`src/hw/rtl/cts_pkg.sv`:
```
// ----------------------------------------------------------------------------
// cts_pkg - shared types and constants for the C token scanner
// Token kind codes, source byte values and the operator lookup table.
// ----------------------------------------------------------------------------
package cts_pkg;

  typedef logic [7:0]  char_t;
  typedef logic [5:0]  kind_t;
  typedef logic [15:0] tok_len_t;

  // Token kinds, densely numbered
  localparam kind_t K_SPACE     = 6'd0;
  localparam kind_t K_LINE      = 6'd1;
  localparam kind_t K_IDENT     = 6'd2;
  localparam kind_t K_NUMBER    = 6'd3;
  localparam kind_t K_LPAREN    = 6'd4;
  localparam kind_t K_RPAREN    = 6'd5;
  localparam kind_t K_LBRACE    = 6'd6;
  localparam kind_t K_RBRACE    = 6'd7;
  localparam kind_t K_LBRACK    = 6'd8;
  localparam kind_t K_RBRACK    = 6'd9;
  localparam kind_t K_SEMI      = 6'd10;
  localparam kind_t K_COMMA     = 6'd11;
  localparam kind_t K_DOT       = 6'd12;
  localparam kind_t K_ASSIGN    = 6'd13;
  localparam kind_t K_EQ        = 6'd14;
  localparam kind_t K_GT        = 6'd15;
  localparam kind_t K_GE        = 6'd16;
  localparam kind_t K_SHR       = 6'd17;
  localparam kind_t K_SHR_EQ    = 6'd18;
  localparam kind_t K_LT        = 6'd19;
  localparam kind_t K_LE        = 6'd20;
  localparam kind_t K_SHL       = 6'd21;
  localparam kind_t K_SHL_EQ    = 6'd22;
  localparam kind_t K_NOT       = 6'd23;
  localparam kind_t K_NE        = 6'd24;
  localparam kind_t K_TILDE     = 6'd25;
  localparam kind_t K_QUEST     = 6'd26;
  localparam kind_t K_COLON     = 6'd27;
  localparam kind_t K_HASH      = 6'd28;
  localparam kind_t K_AND       = 6'd29;
  localparam kind_t K_LAND      = 6'd30;
  localparam kind_t K_AND_EQ    = 6'd31;
  localparam kind_t K_OR        = 6'd32;
  localparam kind_t K_LOR       = 6'd33;
  localparam kind_t K_OR_EQ     = 6'd34;
  localparam kind_t K_PLUS      = 6'd35;
  localparam kind_t K_INC       = 6'd36;
  localparam kind_t K_PLUS_EQ   = 6'd37;
  localparam kind_t K_MINUS     = 6'd38;
  localparam kind_t K_DEC       = 6'd39;
  localparam kind_t K_MINUS_EQ  = 6'd40;
  localparam kind_t K_STAR      = 6'd41;
  localparam kind_t K_STAR_EQ   = 6'd42;
  localparam kind_t K_PCT       = 6'd43;
  localparam kind_t K_PCT_EQ    = 6'd44;
  localparam kind_t K_XOR       = 6'd45;
  localparam kind_t K_XOR_EQ    = 6'd46;
  localparam kind_t K_SLASH     = 6'd47;
  localparam kind_t K_SLASH_EQ  = 6'd48;
  localparam kind_t K_END       = 6'd49;
  localparam kind_t K_UNREC     = 6'd50;

  // Special byte values
  localparam char_t CH_TAB = 8'h09;
  localparam char_t CH_LF  = 8'h0A;
  localparam char_t CH_CR  = 8'h0D;
  localparam char_t CH_EOT = 8'hFF;

  // One result item
  typedef struct packed {
    kind_t    kind;
    tok_len_t len;
    logic     last;
  } tok_t;

  // Follow-up behavior of a pending operator byte
  typedef struct packed {
    logic  is_op;
    kind_t base;
    logic  has_dbl;
    kind_t dbl;
    logic  has_eq;
    kind_t eq;
  } op_info_t;

  function automatic logic is_digit(char_t c);
    return (c >= "0") && (c <= "9");
  endfunction

  function automatic logic is_alpha(char_t c);
    return ((c >= "A") && (c <= "Z")) || ((c >= "a") && (c <= "z")) ||
           (c == "$") || (c == "_");
  endfunction

  function automatic logic is_hex(char_t c);
    return is_digit(c) || ((c >= "a") && (c <= "f")) || ((c >= "A") && (c <= "F"));
  endfunction

  // Look up single, doubled and '='-suffixed kinds of an operator byte
  function automatic op_info_t op_lookup(char_t p);
    op_info_t r;
    r = '{is_op: 1'b1, base: K_UNREC, has_dbl: 1'b0, dbl: K_UNREC,
          has_eq: 1'b1, eq: K_UNREC};
    case (p)
      "=": begin r.base = K_ASSIGN; r.has_dbl = 1'b1; r.dbl = K_EQ; r.has_eq = 1'b0; end
      "!": begin r.base = K_NOT;   r.eq = K_NE; end
      "&": begin r.base = K_AND;   r.has_dbl = 1'b1; r.dbl = K_LAND; r.eq = K_AND_EQ; end
      "|": begin r.base = K_OR;    r.has_dbl = 1'b1; r.dbl = K_LOR;  r.eq = K_OR_EQ; end
      "+": begin r.base = K_PLUS;  r.has_dbl = 1'b1; r.dbl = K_INC;  r.eq = K_PLUS_EQ; end
      "-": begin r.base = K_MINUS; r.has_dbl = 1'b1; r.dbl = K_DEC;  r.eq = K_MINUS_EQ; end
      "*": begin r.base = K_STAR;  r.eq = K_STAR_EQ; end
      "%": begin r.base = K_PCT;   r.eq = K_PCT_EQ; end
      "^": begin r.base = K_XOR;   r.eq = K_XOR_EQ; end
      "/": begin r.base = K_SLASH; r.eq = K_SLASH_EQ; end
      default: r.is_op = 1'b0;
    endcase
    return r;
  endfunction

endpackage

```
`src/hw/rtl/c_token_scanner_core.sv`:
```
// ----------------------------------------------------------------------------
// c_token_scanner_core - streaming C-style lexer
// Scans one source byte per transfer and emits token kind and length for
// every token closed by that byte; a byte may close one token and form another.
// ----------------------------------------------------------------------------
//
//  Channel  Direction  Ports                                   Handshake
//  -------  ---------  --------------------------------------  --------------
//  in       input      in_char_in                              in_valid/in_stall
//  out      output     out_token_kind, out_token_length,       out_valid/out_stall
//                      out_last
//
//  One byte per cycle is taken while in_stall is low; the scan state and up to two tokens are
//  computed in the same cycle and pushed into a four-entry result queue.
//  The queue drains one token per cycle while out_stall is low; in_stall rises only while fewer
//  than two queue slots are free, so a byte never has to wait on a stall
//  when the sink keeps up with the token rate.
//  rst_n (synchronous) returns the scanner to idle and empties the queue.
//
module c_token_scanner_core #(
  parameter int LENGTH_BITS = 16
) (
  input  logic             clk,
  input  logic             rst_n,
  input  logic             in_valid,
  output logic             in_stall,
  input  cts_pkg::char_t   in_char_in,
  output logic             out_valid,
  input  logic             out_stall,
  output cts_pkg::kind_t   out_token_kind,
  output cts_pkg::tok_len_t out_token_length,
  output logic             out_last
);
  import cts_pkg::*;

  // Run counter width: the token length saturates at 16 bits at most
  localparam int LW     = (LENGTH_BITS > 16) ? 16 : LENGTH_BITS;
  localparam int QDEPTH = 4;
  localparam int QAW    = $clog2(QDEPTH);
  localparam int QCW    = $clog2(QDEPTH + 1);

  typedef enum logic [3:0] {
    M_IDLE, M_SPACE, M_CR, M_IDENT, M_ZERO, M_NUM, M_HEX, M_OP1,
    M_GT2, M_LT2, M_LCOM, M_BCOM, M_BSTAR
  } mode_t;

  mode_t           mode_r, mode_nxt;
  char_t           pend_r, pend_nxt;
  logic [LW-1:0]   run_r, run_nxt, run_bump;

  tok_t            q_r [QDEPTH];
  logic [QAW-1:0]  wr_ptr_r, rd_ptr_r, wr_ptr_p1;
  logic [QCW-1:0]  cnt_r, cnt_nxt;

  logic            accept, pop;
  char_t           c;

  // Fresh-start decode of the current byte
  mode_t           s_mode;
  logic            s_emit, s_load, s_pend;
  kind_t           s_kind;

  // Step outcome
  logic            e0, take_start;
  kind_t           k0;
  tok_len_t        l0, run_len;
  op_info_t        op;
  tok_t            r0, r1;
  logic [1:0]      n_push;

  assign c        = in_char_in;
  assign in_stall = (cnt_r > QCW'(QDEPTH - 2));
  assign accept   = in_valid && !in_stall;
  assign out_valid = (cnt_r != '0);
  assign pop      = out_valid && !out_stall;
  assign run_bump = (run_r == '1) ? run_r : run_r + LW'(1);
  assign run_len  = 16'(run_r);
  assign op       = op_lookup(pend_r);

  // Decode the byte as the first byte of a new token
  always_comb begin
    s_mode = M_IDLE;
    s_emit = 1'b0;
    s_load = 1'b0;
    s_pend = 1'b0;
    s_kind = K_UNREC;
    if (c == " " || c == CH_TAB) begin
      s_mode = M_SPACE; s_load = 1'b1;
    end else if (is_alpha(c)) begin
      s_mode = M_IDENT; s_load = 1'b1;
    end else if (c == "0") begin
      s_mode = M_ZERO; s_load = 1'b1;
    end else if (is_digit(c)) begin
      s_mode = M_NUM; s_load = 1'b1;
    end else begin
      case (c)
        CH_LF: begin s_emit = 1'b1; s_kind = K_LINE; end
        CH_CR: s_mode = M_CR;
        "(": begin s_emit = 1'b1; s_kind = K_LPAREN; end
        ")": begin s_emit = 1'b1; s_kind = K_RPAREN; end
        "{": begin s_emit = 1'b1; s_kind = K_LBRACE; end
        "}": begin s_emit = 1'b1; s_kind = K_RBRACE; end
        "[": begin s_emit = 1'b1; s_kind = K_LBRACK; end
        "]": begin s_emit = 1'b1; s_kind = K_RBRACK; end
        ";": begin s_emit = 1'b1; s_kind = K_SEMI; end
        ",": begin s_emit = 1'b1; s_kind = K_COMMA; end
        ".": begin s_emit = 1'b1; s_kind = K_DOT; end
        "~": begin s_emit = 1'b1; s_kind = K_TILDE; end
        "?": begin s_emit = 1'b1; s_kind = K_QUEST; end
        ":": begin s_emit = 1'b1; s_kind = K_COLON; end
        "#": begin s_emit = 1'b1; s_kind = K_HASH; end
        "=", ">", "<", "!", "&", "|", "+", "-", "*", "%", "^", "/": begin
          s_mode = M_OP1; s_pend = 1'b1;
        end
        CH_EOT: begin s_emit = 1'b1; s_kind = K_END; end
        default: begin s_emit = 1'b1; s_kind = K_UNREC; end
      endcase
    end
  end

  // Advance the scan mode and close tokens
  always_comb begin
    e0         = 1'b0;
    k0         = K_UNREC;
    l0         = 16'd1;
    take_start = 1'b0;
    mode_nxt   = mode_r;
    run_nxt    = run_r;
    pend_nxt   = pend_r;
    unique case (mode_r)
      M_SPACE: begin
        if (c == " " || c == CH_TAB) run_nxt = run_bump;
        else begin e0 = 1'b1; k0 = K_SPACE; l0 = run_len; take_start = 1'b1; end
      end
      M_CR: begin
        e0 = 1'b1; k0 = K_LINE;
        if (c == CH_LF) begin mode_nxt = M_IDLE; l0 = 16'd2; end
        else take_start = 1'b1;
      end
      M_IDENT: begin
        if (is_alpha(c) || is_digit(c)) run_nxt = run_bump;
        else begin e0 = 1'b1; k0 = K_IDENT; l0 = run_len; take_start = 1'b1; end
      end
      M_ZERO: begin
        if (c == "x" || c == "X") begin
          mode_nxt = M_HEX; run_nxt = LW'(2);
        end else if (is_digit(c)) begin
          mode_nxt = M_NUM; run_nxt = LW'(2);
        end else begin
          e0 = 1'b1; k0 = K_NUMBER; take_start = 1'b1;
        end
      end
      M_NUM: begin
        if (is_digit(c)) run_nxt = run_bump;
        else begin e0 = 1'b1; k0 = K_NUMBER; l0 = run_len; take_start = 1'b1; end
      end
      M_HEX: begin
        if (is_hex(c)) run_nxt = run_bump;
        else begin e0 = 1'b1; k0 = K_NUMBER; l0 = run_len; take_start = 1'b1; end
      end
      M_OP1: begin
        if (pend_r == ">") begin
          if (c == "=") begin
            mode_nxt = M_IDLE; e0 = 1'b1; k0 = K_GE; l0 = 16'd2;
          end else if (c == ">") mode_nxt = M_GT2;
          else begin e0 = 1'b1; k0 = K_GT; take_start = 1'b1; end
        end else if (pend_r == "<") begin
          if (c == "=") begin
            mode_nxt = M_IDLE; e0 = 1'b1; k0 = K_LE; l0 = 16'd2;
          end else if (c == "<") mode_nxt = M_LT2;
          else begin e0 = 1'b1; k0 = K_LT; take_start = 1'b1; end
        end else if (pend_r == "/" && c == "/") begin
          mode_nxt = M_LCOM;
        end else if (pend_r == "/" && c == "*") begin
          mode_nxt = M_BCOM;
        end else if (!op.is_op) begin
          take_start = 1'b1;
        end else if (op.has_dbl && c == pend_r) begin
          mode_nxt = M_IDLE; e0 = 1'b1; k0 = op.dbl; l0 = 16'd2;
        end else if (op.has_eq && c == "=") begin
          mode_nxt = M_IDLE; e0 = 1'b1; k0 = op.eq; l0 = 16'd2;
        end else begin
          e0 = 1'b1; k0 = op.base; take_start = 1'b1;
        end
      end
      M_GT2: begin
        e0 = 1'b1;
        if (c == "=") begin mode_nxt = M_IDLE; k0 = K_SHR_EQ; l0 = 16'd3; end
        else begin k0 = K_SHR; l0 = 16'd2; take_start = 1'b1; end
      end
      M_LT2: begin
        e0 = 1'b1;
        if (c == "=") begin mode_nxt = M_IDLE; k0 = K_SHL_EQ; l0 = 16'd3; end
        else begin k0 = K_SHL; l0 = 16'd2; take_start = 1'b1; end
      end
      M_LCOM: begin
        if (c == CH_CR || c == CH_LF || c == CH_EOT) take_start = 1'b1;
      end
      M_BCOM: begin
        if (c == "*") mode_nxt = M_BSTAR;
        else if (c == CH_EOT) take_start = 1'b1;
      end
      M_BSTAR: begin
        if (c == "/") mode_nxt = M_IDLE;
        else if (c == CH_EOT) take_start = 1'b1;
        else if (c != "*") mode_nxt = M_BCOM;
      end
      default: take_start = 1'b1;
    endcase
    // Rescan the closing byte from idle
    if (take_start) begin
      mode_nxt = s_mode;
      if (s_load) run_nxt = LW'(1);
      if (s_pend) pend_nxt = c;
    end
  end

  // Order the results of this byte and mark the final one
  always_comb begin
    n_push = 2'(e0) + 2'(take_start && s_emit);
    if (e0) begin
      r0 = '{kind: k0, len: l0, last: (n_push == 2'd1)};
    end else begin
      r0 = '{kind: s_kind, len: 16'd1, last: 1'b1};
    end
    r1 = '{kind: s_kind, len: 16'd1, last: 1'b1};
  end

  assign wr_ptr_p1 = wr_ptr_r + QAW'(1);
  assign cnt_nxt   = cnt_r + (accept ? QCW'(n_push) : '0) - QCW'(pop);

  // Hold scan state and queue pointers
  always_ff @(posedge clk) begin
    if (!rst_n) begin
      mode_r   <= M_IDLE;
      pend_r   <= '0;
      run_r    <= '0;
      wr_ptr_r <= '0;
      rd_ptr_r <= '0;
      cnt_r    <= '0;
    end else begin
      if (accept) begin
        mode_r   <= mode_nxt;
        pend_r   <= pend_nxt;
        run_r    <= run_nxt;
        wr_ptr_r <= wr_ptr_r + QAW'(n_push);
      end
      if (pop) rd_ptr_r <= rd_ptr_r + QAW'(1);
      cnt_r <= cnt_nxt;
    end
  end

  // Write up to two tokens per transfer into the result queue
  always_ff @(posedge clk) begin
    if (accept && n_push != 2'd0) q_r[wr_ptr_r] <= r0;
    if (accept && n_push == 2'd2) q_r[wr_ptr_p1] <= r1;
  end

  assign out_token_kind   = q_r[rd_ptr_r].kind;
  assign out_token_length = q_r[rd_ptr_r].len;
  assign out_last         = q_r[rd_ptr_r].last;

endmodule

```
`config.mk`:
```
export PLATFORM = sky130hd
export DESIGN_NAME = c_token_scanner_core
export DESIGN_NICKNAME = d
export VERILOG_FILES = /design/src/hw/rtl/cts_pkg.sv /design/src/hw/rtl/c_token_scanner_core.sv
export SDC_FILE = /design/constraint.sdc
export NUM_CORES = 1
export LEC_CHECK = 0
export BUFFER_PORTS_ARGS = -buffer_cell sky130_fd_sc_hd__buf_4
export CAP_MARGIN = 20
export CORE_UTILIZATION = 60
export DETAILED_ROUTE_END_ITERATION = 10
export MAX_ROUTING_LAYER = met4
export PLACE_DENSITY = 0.75
export SLEW_MARGIN = 30
export SYNTH_ARGS = -nofsm -noshare
export SYNTH_HDL_FRONTEND = slang
export SYNTH_SLANG_ARGS = --single-unit
```
`constraint.sdc`:
```
create_clock -name clk -period 11.11 [get_ports clk]
set_input_delay 0.5555 -clock clk [delete_from_list [all_inputs] [get_ports clk]]
set_output_delay 0.5555 -clock clk [all_outputs]
set_load 0.01 [all_outputs]
```
==> results.py, run 1 <==
metrics = {
    "status": {
        "outcome": "completed",
    },
    "synth": {
        "synth_nets": 1001,
        "ys_warn_count": 0,
        "syn-cell-area_sq_um": 8220,
        "synth_enable_flop_cells": 24,
        "synth_cells": 980,
        "async_flop_share": 0,
        "yosys_register_bits": 129,
        "syn_area_per_cell_sq_um": 8.39,
        "ys.flop_type": "dfxtp_1",
        "synth_cell_type_count": 90,
        "ys_seq_area_frac": 0.343,
    },
    "timing": {
        "rsz0062_at_grt": "false",
        "maxSlewViolCount": 0,
        "timing.slew.headroom": 0.372,
        "hold_viol": 0,
        "fmax_mhz": 192,
        "worstMarginPinSlew_ns": 0.935,
        "fin_tns_setup_ns": 0,
        "min_period_ns": 5.21,
        "hold_ws_ns": 0.458,
        "setup_viol": 0,
        "period_share": 0.469,
        "fin_skew_ns": 0.00882,
    },
    "place": {
        "routabilityCongestion": 0.961,
        "postPlaceCellArea_sq_um": 8460,
        "numPlacedInstances": 1123,
        "hpwl_mm": 17.2,
        "port_buffers": 36,
    },
    "grt": {
        "grt_pass1_vias": 7455,
        "antenna_found_initial": 0,
        "grt_max_degree": 35,
        "grt_pass1_wl_mm": 39.5,
        "grt_use_total": 0.366,
        "grt_overflow_total": 0,
    },
    "power": {
        "power_w": 0.00154,
        "power_leakage_nw": 3.01,
        "ir_worst_vdd_mv": 0.147,
        "p_per_area_nw_per_um2": 169,
    },
    "floorplanning": {
        "die_area_sq_um": 14200,
        "die_h_um": 119,
        "start_util": 0.619,
        "fp.dieW_um": 119,
        "io_pins": 37,
        "rows": 42,
        "coreArea_sq_um": 13300,
    },
    "detailed_routing": {
        "totalWireLength_mm": 24.7,
        "wl_met3_mm": 1.88,
        "drt-initial-drc-count": 1334,
        "drc": 0,
        "viasPerCell": 6.96,
        "top_layer": "met4",
        "dr.pass1.iters": 6,
        "wl_met2_mm": 11.4,
        "wl_met1_mm": 10.7,
        "routedWlPerCell_um": 21.4,
        "num_vias": 8041,
        "drtAntennaViolNets": 0,
    },
    "worst_setup_path": {
        "path_class": "reg2reg",
        "critPathTopFamily": "simple AND/OR/NAND/NOR gates",
        "crit_chain": "or3b_1, a2111oi_0, nand4b_1, o221ai_2, a211oi_4, nor2_1, ha_1, nand2_1, nor3_1, nor2_2, inv_1, nand2_1, o32ai_1",
        "cp.required_ns": 11.26,
        "slowest_delay_ns": 0.87,
        "cp_max_fo": 28,
        "arrival_ns": 5.35,
        "critPathCaptureType": "flop",
        "cp-start-kind": "flop",
        "cpMaxStageDelayCell": "dfxtp_1",
        "path_buf_inv": 1,
        "crit_top_cell": "nand2_1",
    },
    "job": {
        "drv_cap": 0,
    },
    "final_layout": {
        "num_antenna_cells": 0,
        "fin_cells": 1155,
        "syn_to_final_growth_pct": 10.2,
        "drive_above_1_share": 0.139,
        "fin_area_sq_um": 9060,
        "fin_nets": 987,
        "n_fill_cell": 1072,
    },
    "clock_tree": {
        "cts_setup_buffers": 0,
        "path_clk_slew_ns": 0.06,
        "tritoncts": "built",
        "ctsResizeCount": 0,
        "clk_latency_ns": 0.43,
        "cts.htree.levels": 4,
        "clockRootBuffer": "clkbuf_16",
        "cts.sinks": 129,
        "cts_buffers": 17,
        "clockBufferDepth": 2,
        "hold_buffers": 0,
    },
    "worst_hold_path": {
        "hold_path.class": "reg2reg",
    },
}
-- where the power goes --
part | switching, W | leakage, nW | internal [W]
clock network | 0.000219 | 0.289 | 0.000334
logic | 0.000262 | 1.67 | 0.000161
registers | 0.0000354 | 1.04 | 0.000524
total | 0.000517 | 3.01 | 0.00102
-- routing by layer --
| layer | vias up | global-route usage |
|---|---|---|
| li1 | 3669 | - |
| met1 | 3855 | 0.478 |
| met2 | 450 | 0.564 |
| met3 | 67 | 0.0661 |
| met4 | 0 | 0.143 |
| met5 | - | - |
-- registers in the layout, summed over array words and instances, names as in the netlist, named ones only --
register  flops
wr_ptr_r      2
q_r          92
pend_r        8
mode_r        4
rd_ptr_r      2
run_len      16
cnt_r         3
-- synth_stat cells (all sizes together), types with 8 or more instances --
library cell	count	share of area
nand2	136	0.062
dfxtp	105	0.26
o21ai	96	0.058
clkbuf	59	0.027
nor2	52	0.024
a21oi	46	0.028
nor3	32	0.020
o22ai	27	0.021
edfxtp	24	0.088
mux4	23	0.063
buf	22	0.015
inv	22	0.010
nand2b	18	0.014
nand3	18	0.011
nand4	17	0.013
or3	16	0.012
xnor2	16	0.017
a31oi	13	0.0099
and3	12	0.0091
nor2b	11	0.0084
mux2i	10	0.012
nor3b	9	0.0082
a211oi	8	0.0088
a22o	8	0.0085
and2	8	0.0061
ha	8	0.012
nor4	8	0.0068
o211ai	8	0.0079
o31ai	8	0.0079
-- cells in the final DEF (no fill, tap or decap), types with 6 or more instances in the layout --
master and instances:
nand3_1 18, o21a_1 6, or3_1 16, o21ai_0 95, edfxtp_1 24, ha_1 8
nor2b_1 11, nand4_1 17, a22o_1 8, a21oi_1 46, nand2_1 136, o22ai_1 27
a211oi_1 7, inv_1 22, buf_4 48, nor4_1 6, or2_2 7, mux4_2 23
nand4b_1 7, nand2b_1 18, nor2_1 49, o31ai_1 7, nor3b_1 9, and2_1 8
nor3_1 31, o211ai_1 7, dfxtp_1 105, a31oi_1 13, xnor2_1 16, clkbuf_16 18
mux2i_1 10, and3_1 12
-- final cells by class --
cell class                 count  area (sq um)  area share
sequential                   129          2820       0.312
timing repair buffer          48           360      0.0398
multi-input combinational    748          4990       0.551
clock inverter                11           101      0.0112
tap                          176           220      0.0243
inverter                      22          82.6     0.00911
clock buffer                  21           482      0.0532
-- path summary, 6_finish.rpt --
check | start | end | slack [ns] | cells after the start
worst min register to register | q_r[3][5] | q_r[3][5] | 0.46 | 2
worst max register to register | pend_r[0] | q_r[1][18] | 5.90 | 13
worst max-delay path | pend_r[0] | q_r[1][18] | 5.90 | 13
worst min-delay path | q_r[3][5] | q_r[3][5] | 0.46 | 2
-- cell families (layout without fill, tap and decap cells) --
group           count (synthesis)  count (layout)  synth area share
compound gates                295             295             0.240
xor+xnor                       21              21            0.0224
fa+ha+maj                       9               9            0.0146
buf+inv                       103             102            0.0519
simple gates                  390             390             0.252
mux                            33              33            0.0752
flops                         129             129             0.343
-- worst register-to-register path: stages, from the launching register on --
cell and delay [ns]:
dfxtp_1 0.87, or3b_1 0.41, a2111oi_0 0.63, nand4b_1 0.21, o221ai_2 0.15, a211oi_4 0.70, nor2_1 0.16, ha_1 0.32
nand2_1 0.20, nor3_1 0.12, nor2_2 0.56, inv_1 0.35, nand2_1 0.15, o32ai_1 0.08
-- per-stage QoR --
step           setup WS [ns]  utilization
2_1_floorplan           7.07            -
4_1_cts                 5.55        0.680
5_1_grt                 5.55        0.682
6_report                5.90        0.682
3_5_place_dp            5.51        0.637
3_3_place_gp            5.77        0.636
Power figures use the tool's default switching activity.
==> run 2: changes to the inputs <==
CORE_UTILIZATION = 57   (was 60)
clock period = 4.4 ns   (was 11.11 ns; I/O delays follow)
==> run 2 against run 1 <==
Against the previous run: global-route usage decreased by 3.0 points; register-to-register slack got worse by 5.6 ns; sequential share of layout area decreased by 0.87 points; hold slack got worse by 0.32 ns; critical path depth increased by 3; fmax increased by 27%; power increased to 2.5 times the previous value; clock skew decreased by 0.00060 ns; combinational power increased to 2.6 times the previous value; first-iteration DRC count decreased by 29%; largest power group is now the clock network; highest routed layer unchanged.
==> results.py, run 2 (synthesized netlist as in run 1, its figures left out) <==
metrics = {
    "worst_setup_path": {
        "arrival_ns": 4.39,
        "critPathTopFamily": "adder cells",
        "cpMaxStageDelayCell": "dfxtp_1",
        "path_buf_inv": 3,
        "r2r_start": "pend_r[0]",
        "cp-start-kind": "flop",
        "reg2reg_depth": 16,
        "slowest_delay_ns": 0.62,
        "crit_top_cell": "ha_1",
        "cp.required_ns": 4.70,
        "crit_chain": "or3b_1, a2111oi_0, buf_4, and4b_4, o32ai_2, nor2_4, ha_1, nand2_1, ha_1, inv_1, ha_1, inv_1, fa_1, xnor2_1, xnor2_1, nor2_1",
        "path_class": "reg2reg",
        "reg2reg_slack_ns": 0.31,
        "critPathCaptureType": "flop",
        "cp_max_fo": 16,
        "r2r-end": "cnt_r[2]",
    },
    "floorplanning": {
        "start_util": 0.588,
        "rows": 43,
        "die_area_sq_um": 14900,
        "die_h_um": 122,
        "io_pins": 37,
        "coreArea_sq_um": 14000,
        "fp.dieW_um": 122,
    },
    "detailed_routing": {
        "drt-initial-drc-count": 953,
        "routedWlPerCell_um": 19.5,
        "drc": 0,
        "dr.pass1.iters": 6,
        "num_vias": 7977,
        "totalWireLength_mm": 23.2,
        "drtAntennaViolNets": 0,
        "viasPerCell": 6.69,
    },
    "timing": {
        "fin_skew_ns": 0.00822,
        "worstMarginPinSlew_ns": 0.818,
        "fin_tns_setup_ns": 0,
        "hold_viol": 0,
        "min_period_ns": 4.09,
        "maxSlewViolCount": 0,
        "timing.slew.headroom": 0.450,
        "fmax_mhz": 245,
        "setup_viol": 0,
        "rsz0062_at_grt": "false",
        "period_share": 0.929,
    },
    "final_layout": {
        "drive_above_1_share": 0.164,
        "largest-register": "q_r",
        "largest_reg_flops": 92,
        "n_fill_cell": 1204,
        "fin_cells": 1192,
        "multi_input_area_sq_um": 4990,
        "seq_area_sq_um": 2820,
        "final_cell_mix": "136 x nand2_1, 104 x dfxtp_1, 95 x o21ai_0, 82 x buf_4, 51 x nor2_1",
        "syn_to_final_growth_pct": 13.4,
        "num_antenna_cells": 0,
        "final_common_cell": "nand2_1",
        "fin_nets": 1021,
    },
    "clock_tree": {
        "clk_latency_ns": 0.43,
        "path_clk_slew_ns": 0.06,
        "cts.htree.levels": 4,
        "tritoncts": "built",
        "clockRootBuffer": "clkbuf_16",
        "cts_buffers": 17,
        "clockBufferDepth": 2,
        "cts.sinks": 129,
        "cts_setup_buffers": 0,
    },
    "worst_hold_path": {
        "hp-start": "in_char_in[4]",
        "hold-path-cell-count": 3,
        "hold_path.class": "in2reg",
        "hold_end": "pend_r[4]",
    },
    "power": {
        "ir_worst_vdd_mv": 0.351,
        "p_per_area_nw_per_um2": 419,
        "power_leakage_nw": 3.18,
    },
    "place": {
        "routabilityCongestion": 0.995,
        "port_buffers": 36,
        "hpwl_mm": 16.1,
        "numPlacedInstances": 1161,
    },
    "grt": {
        "grt_overflow_total": 0,
        "grt_use_total": 0.336,
        "grt_pass1_vias": 7259,
        "grt_pass1_wl_mm": 37.8,
        "grt_max_degree": 30,
        "antenna_found_initial": 0,
    },
    "job": {
        "drv_cap": 0,
    },
    "status": {
        "outcome": "completed",
    },
}
## run 2: tightest hold or removal path, cell delays in order
cell	delay [ns]
buf_4	0.17
nand2_1	0.07
mux2i_1	0.06
## run 2: report_power, final
part           switching (W)  internal, W  leakage [nW]  total [W]
logic               0.000647     0.000430          1.85    0.00108
clock network       0.000530     0.000891         0.290    0.00142
registers          0.0000827      0.00132          1.04    0.00141
## run 2: how the worst max path moves through the flow
stage	start	end	slack, ns	cells after the start
6_report	pend_r[0]	cnt_r[2]	0.31	16
5_1_grt	pend_r[0]	q_r[1][18]	0.04	14
4_1_cts	pend_r[1]	cnt_r[2]	0.19	15
3_5_place_dp	pend_r[1]	cnt_r[2]	0.21	15
3_3_place_gp	pend_r[1]	cnt_r[2]	0.38	15
2_1_floorplan	pend_r[2]	cnt_r[2]	0.62	18
## run 2: per-stage QoR
stage | power (W) | util | setup WS [ns] | hold WS [ns] | area (sq um)
3_3_place_gp | 0.00246 | 0.624 | 0.384 | 0.430 | 8730
6_report | 0.00390 | 0.667 | 0.311 | 0.137 | 9330
2_1_floorplan | 0.00215 | - | 0.616 | 0.420 | 8220
3_5_place_dp | 0.00248 | 0.624 | 0.212 | 0.438 | 8730
5_1_grt | 0.00408 | 0.667 | 0.0385 | 0.139 | 9330
4_1_cts | 0.00389 | 0.666 | 0.194 | 0.131 | 9320
## run 2: area by class of cell
type,instances,share of cell area
Sequential cell,129,0.303
Multi-Input combinational cell,748,0.535
Timing Repair Buffer,82,0.0660
Inverter,22,0.00886
Clock buffer,23,0.0523
Tap cell,180,0.0242
Clock inverter,8,0.0111
## run 2: layer usage
layer | part of all wire | global-route usage | vias to the layer above
li1 | - | - | 3742
met1 | 0.45 | 0.458 | 3738
met2 | 0.44 | 0.487 | 426
met3 | 0.081 | 0.0669 | 71
met4 | 0.027 | 0.135 | 0
met5 | 0 | - | -
## run 2: timing repair
action / CTS / global route
gates resized for setup: 0 / 1
hold buffers: 0 / 0
setup endpoints to repair: 0 / 4
==> run 3: changes to the inputs <==
CELL_PAD_IN_SITES_DETAIL_PLACEMENT = 1   (was not set)
CELL_PAD_IN_SITES_GLOBAL_PLACEMENT = 1   (was not set)
CORE_UTILIZATION = 48   (was 57)
PLACE_DENSITY = 0.78   (was 0.75)
clock period = 3.8 ns   (was 4.4 ns; I/O delays follow)
==> run 3 against run 2 <==
Against the previous run: the run now ends with negative setup slack left; hold slack got worse by 0.0088 ns; combinational power increased by 44%; global-route usage increased by 4.3 points; sequential share of layout area decreased by 2.2 points; via count increased by 9.4%; non-clock buffer count increased by 64; critical path depth decreased by 2; clock power increased by 28%; sequential cell count unchanged; final area increased by 8.3%; fmax increased by 5.7%; critical path type unchanged; critical endpoint unchanged; largest cell class unchanged; highest routed layer unchanged.
==> results.py, run 3 (synthesized netlist as in run 1, its figures left out) <==
metrics = {
    "final_layout": {
        "largest-register": "q_r",
        "fin_area_sq_um": 10100,
        "n_fill_cell": 1960,
        "drive_above_1_share": 0.237,
        "largest_reg_flops": 92,
        "multi_input_area_sq_um": 5100,
        "seq_area_sq_um": 2840,
        "final_common_cell": "buf_4",
        "num_antenna_cells": 0,
        "final_cell_mix": "140 x buf_4, 134 x nand2_1, 99 x dfxtp_1, 95 x o21ai_0, 51 x nor2_1",
        "syn_to_final_growth_pct": 22.8,
        "fin_nets": 1085,
    },
    "clock_tree": {
        "tritoncts": "built",
        "clockRootBuffer": "clkbuf_16",
        "cts.htree.levels": 4,
        "cts_buffers": 17,
        "path_clk_slew_ns": 0.06,
        "clockBufferDepth": 2,
        "cts.sinks": 129,
        "clk_latency_ns": 0.44,
    },
    "worst_setup_path": {
        "cp_max_fo": 14,
        "path_buf_inv": 1,
        "critPathTopFamily": "simple AND/OR/NAND/NOR gates",
        "path_class": "reg2reg",
        "critPathCaptureType": "flop",
        "r2r_start": "pend_r[4]",
        "cpMaxStageDelayCell": "or4_4",
        "crit_chain": "or4b_4, or4_4, nand4b_1, o221ai_4, a211oi_4, buf_4, nor2_1, ha_1, nand2_1, ha_1, fa_2, xnor2_2, xnor2_1, nor2_1",
        "cp-startpoint": "pend_r[4]",
        "slowest_delay_ns": 0.57,
        "arrival_ns": 4.17,
        "cp-start-kind": "flop",
        "cp.required_ns": 4.10,
    },
    "place": {
        "postPlaceCellArea_sq_um": 9290,
        "routabilityCongestion": 0.996,
        "hpwl_mm": 22.7,
        "port_buffers": 36,
    },
    "detailed_routing": {
        "totalWireLength_mm": 31.8,
        "drt-initial-drc-count": 901,
        "drtAntennaViolNets": 0,
        "num_vias": 8730,
        "dr.pass1.iters": 5,
        "drc": 0,
        "viasPerCell": 6.73,
        "routedWlPerCell_um": 24.5,
    },
    "floorplanning": {
        "start_util": 0.494,
        "rows": 47,
        "die_area_sq_um": 17700,
        "fp.dieW_um": 133,
        "coreArea_sq_um": 16600,
        "io_pins": 37,
        "die_h_um": 133,
    },
    "timing": {
        "hold_viol": 0,
        "hold_ws_ns": 0.129,
        "timing.slew.headroom": 0.421,
        "fin_skew_ns": 0.0113,
        "period_share": 1.02,
        "rsz0062_at_grt": "true",
        "min_period_ns": 3.87,
        "setup_viol": 1,
        "fmax_mhz": 259,
        "layout_setup_ws_ns": -0.0681,
        "fin_tns_setup_ns": -0.0681,
        "worstMarginPinSlew_ns": 0.868,
        "maxSlewViolCount": 0,
    },
    "power": {
        "p_per_area_nw_per_um2": 495,
        "ir_worst_vdd_mv": 0.422,
        "power_leakage_nw": 3.57,
    },
    "job": {
        "drv_cap": 0,
    },
    "worst_hold_path": {
        "hold_path.class": "in2reg",
        "hp-start": "in_char_in[5]",
    },
    "grt": {
        "grt_overflow_total": 0,
        "grt_use_total": 0.379,
        "antenna_found_initial": 0,
        "grt_pass1_vias": 8874,
        "grt_pass1_wl_mm": 50.2,
        "grt_max_degree": 31,
    },
    "status": {
        "violations": "negative setup slack",
        "outcome": "finished, violations left",
    },
}
[run 3: final cells by class]
class / count / area share
multi-input combinational: 748 / 0.505
inverter: 22 / 0.00818
clock inverter: 13 / 0.0186
tap: 220 / 0.0273
timing repair buffer: 146 / 0.114
clock buffer: 19 / 0.0460
sequential: 129 / 0.281
[run 3: where the power goes]
part	internal [W]	leakage [nW]	switching [W]
Clock	0.00111	0.322	0.000703
Sequential	0.00153	1.05	0.0000962
Combinational	0.000636	2.20	0.000917
Total	0.00328	3.57	0.00172
[run 3: per-stage QoR]
step / power (W) / setup WS (ns) / utilization / std cells
4_1_cts: 0.00490 / 0.0102 / 0.599 / 1295
2_1_floorplan: 0.00249 / 0.0163 / - / 980
3_3_place_gp: 0.00301 / 0.00867 / 0.558 / 1263
5_1_grt: 0.00519 / -0.179 / 0.607 / 1297
3_5_place_dp: 0.00306 / -0.0795 / 0.558 / 1263
6_report: 0.00500 / -0.0681 / 0.607 / 1297
[run 3: routing by layer]
layer / GRT usage / share of wire
met5: - / 0
met4: 0.151 / 0.029
met3: 0.0594 / 0.059
met2: 0.594 / 0.48
met1: 0.488 / 0.43
[run 3: final timing paths]
check / cells after the start / slack (ns) / to
hold / removal: 3 / 0.13 / pend_r[5]
hold reg to reg: 2 / 0.46 / q_r[0][10]
setup reg to reg: 14 / -0.07 / cnt_r[2]
setup / recovery: 14 / -0.07 / cnt_r[2]
[run 3: worst min-delay path, delay by kind of cell]
| family | cells | cell delay, ns |
|---|---|---|
| simple gates | 1 | 0.08 |
| mux | 1 | 0.06 |
| buf+inv | 1 | 0.17 |
[run 3: timing repair]
action	in CTS	in global routing
setup endpoints to repair	10	46
gates resized for setup	8	29
hold buffers	0	0
pin swaps	0	8
buffers inserted	0	2
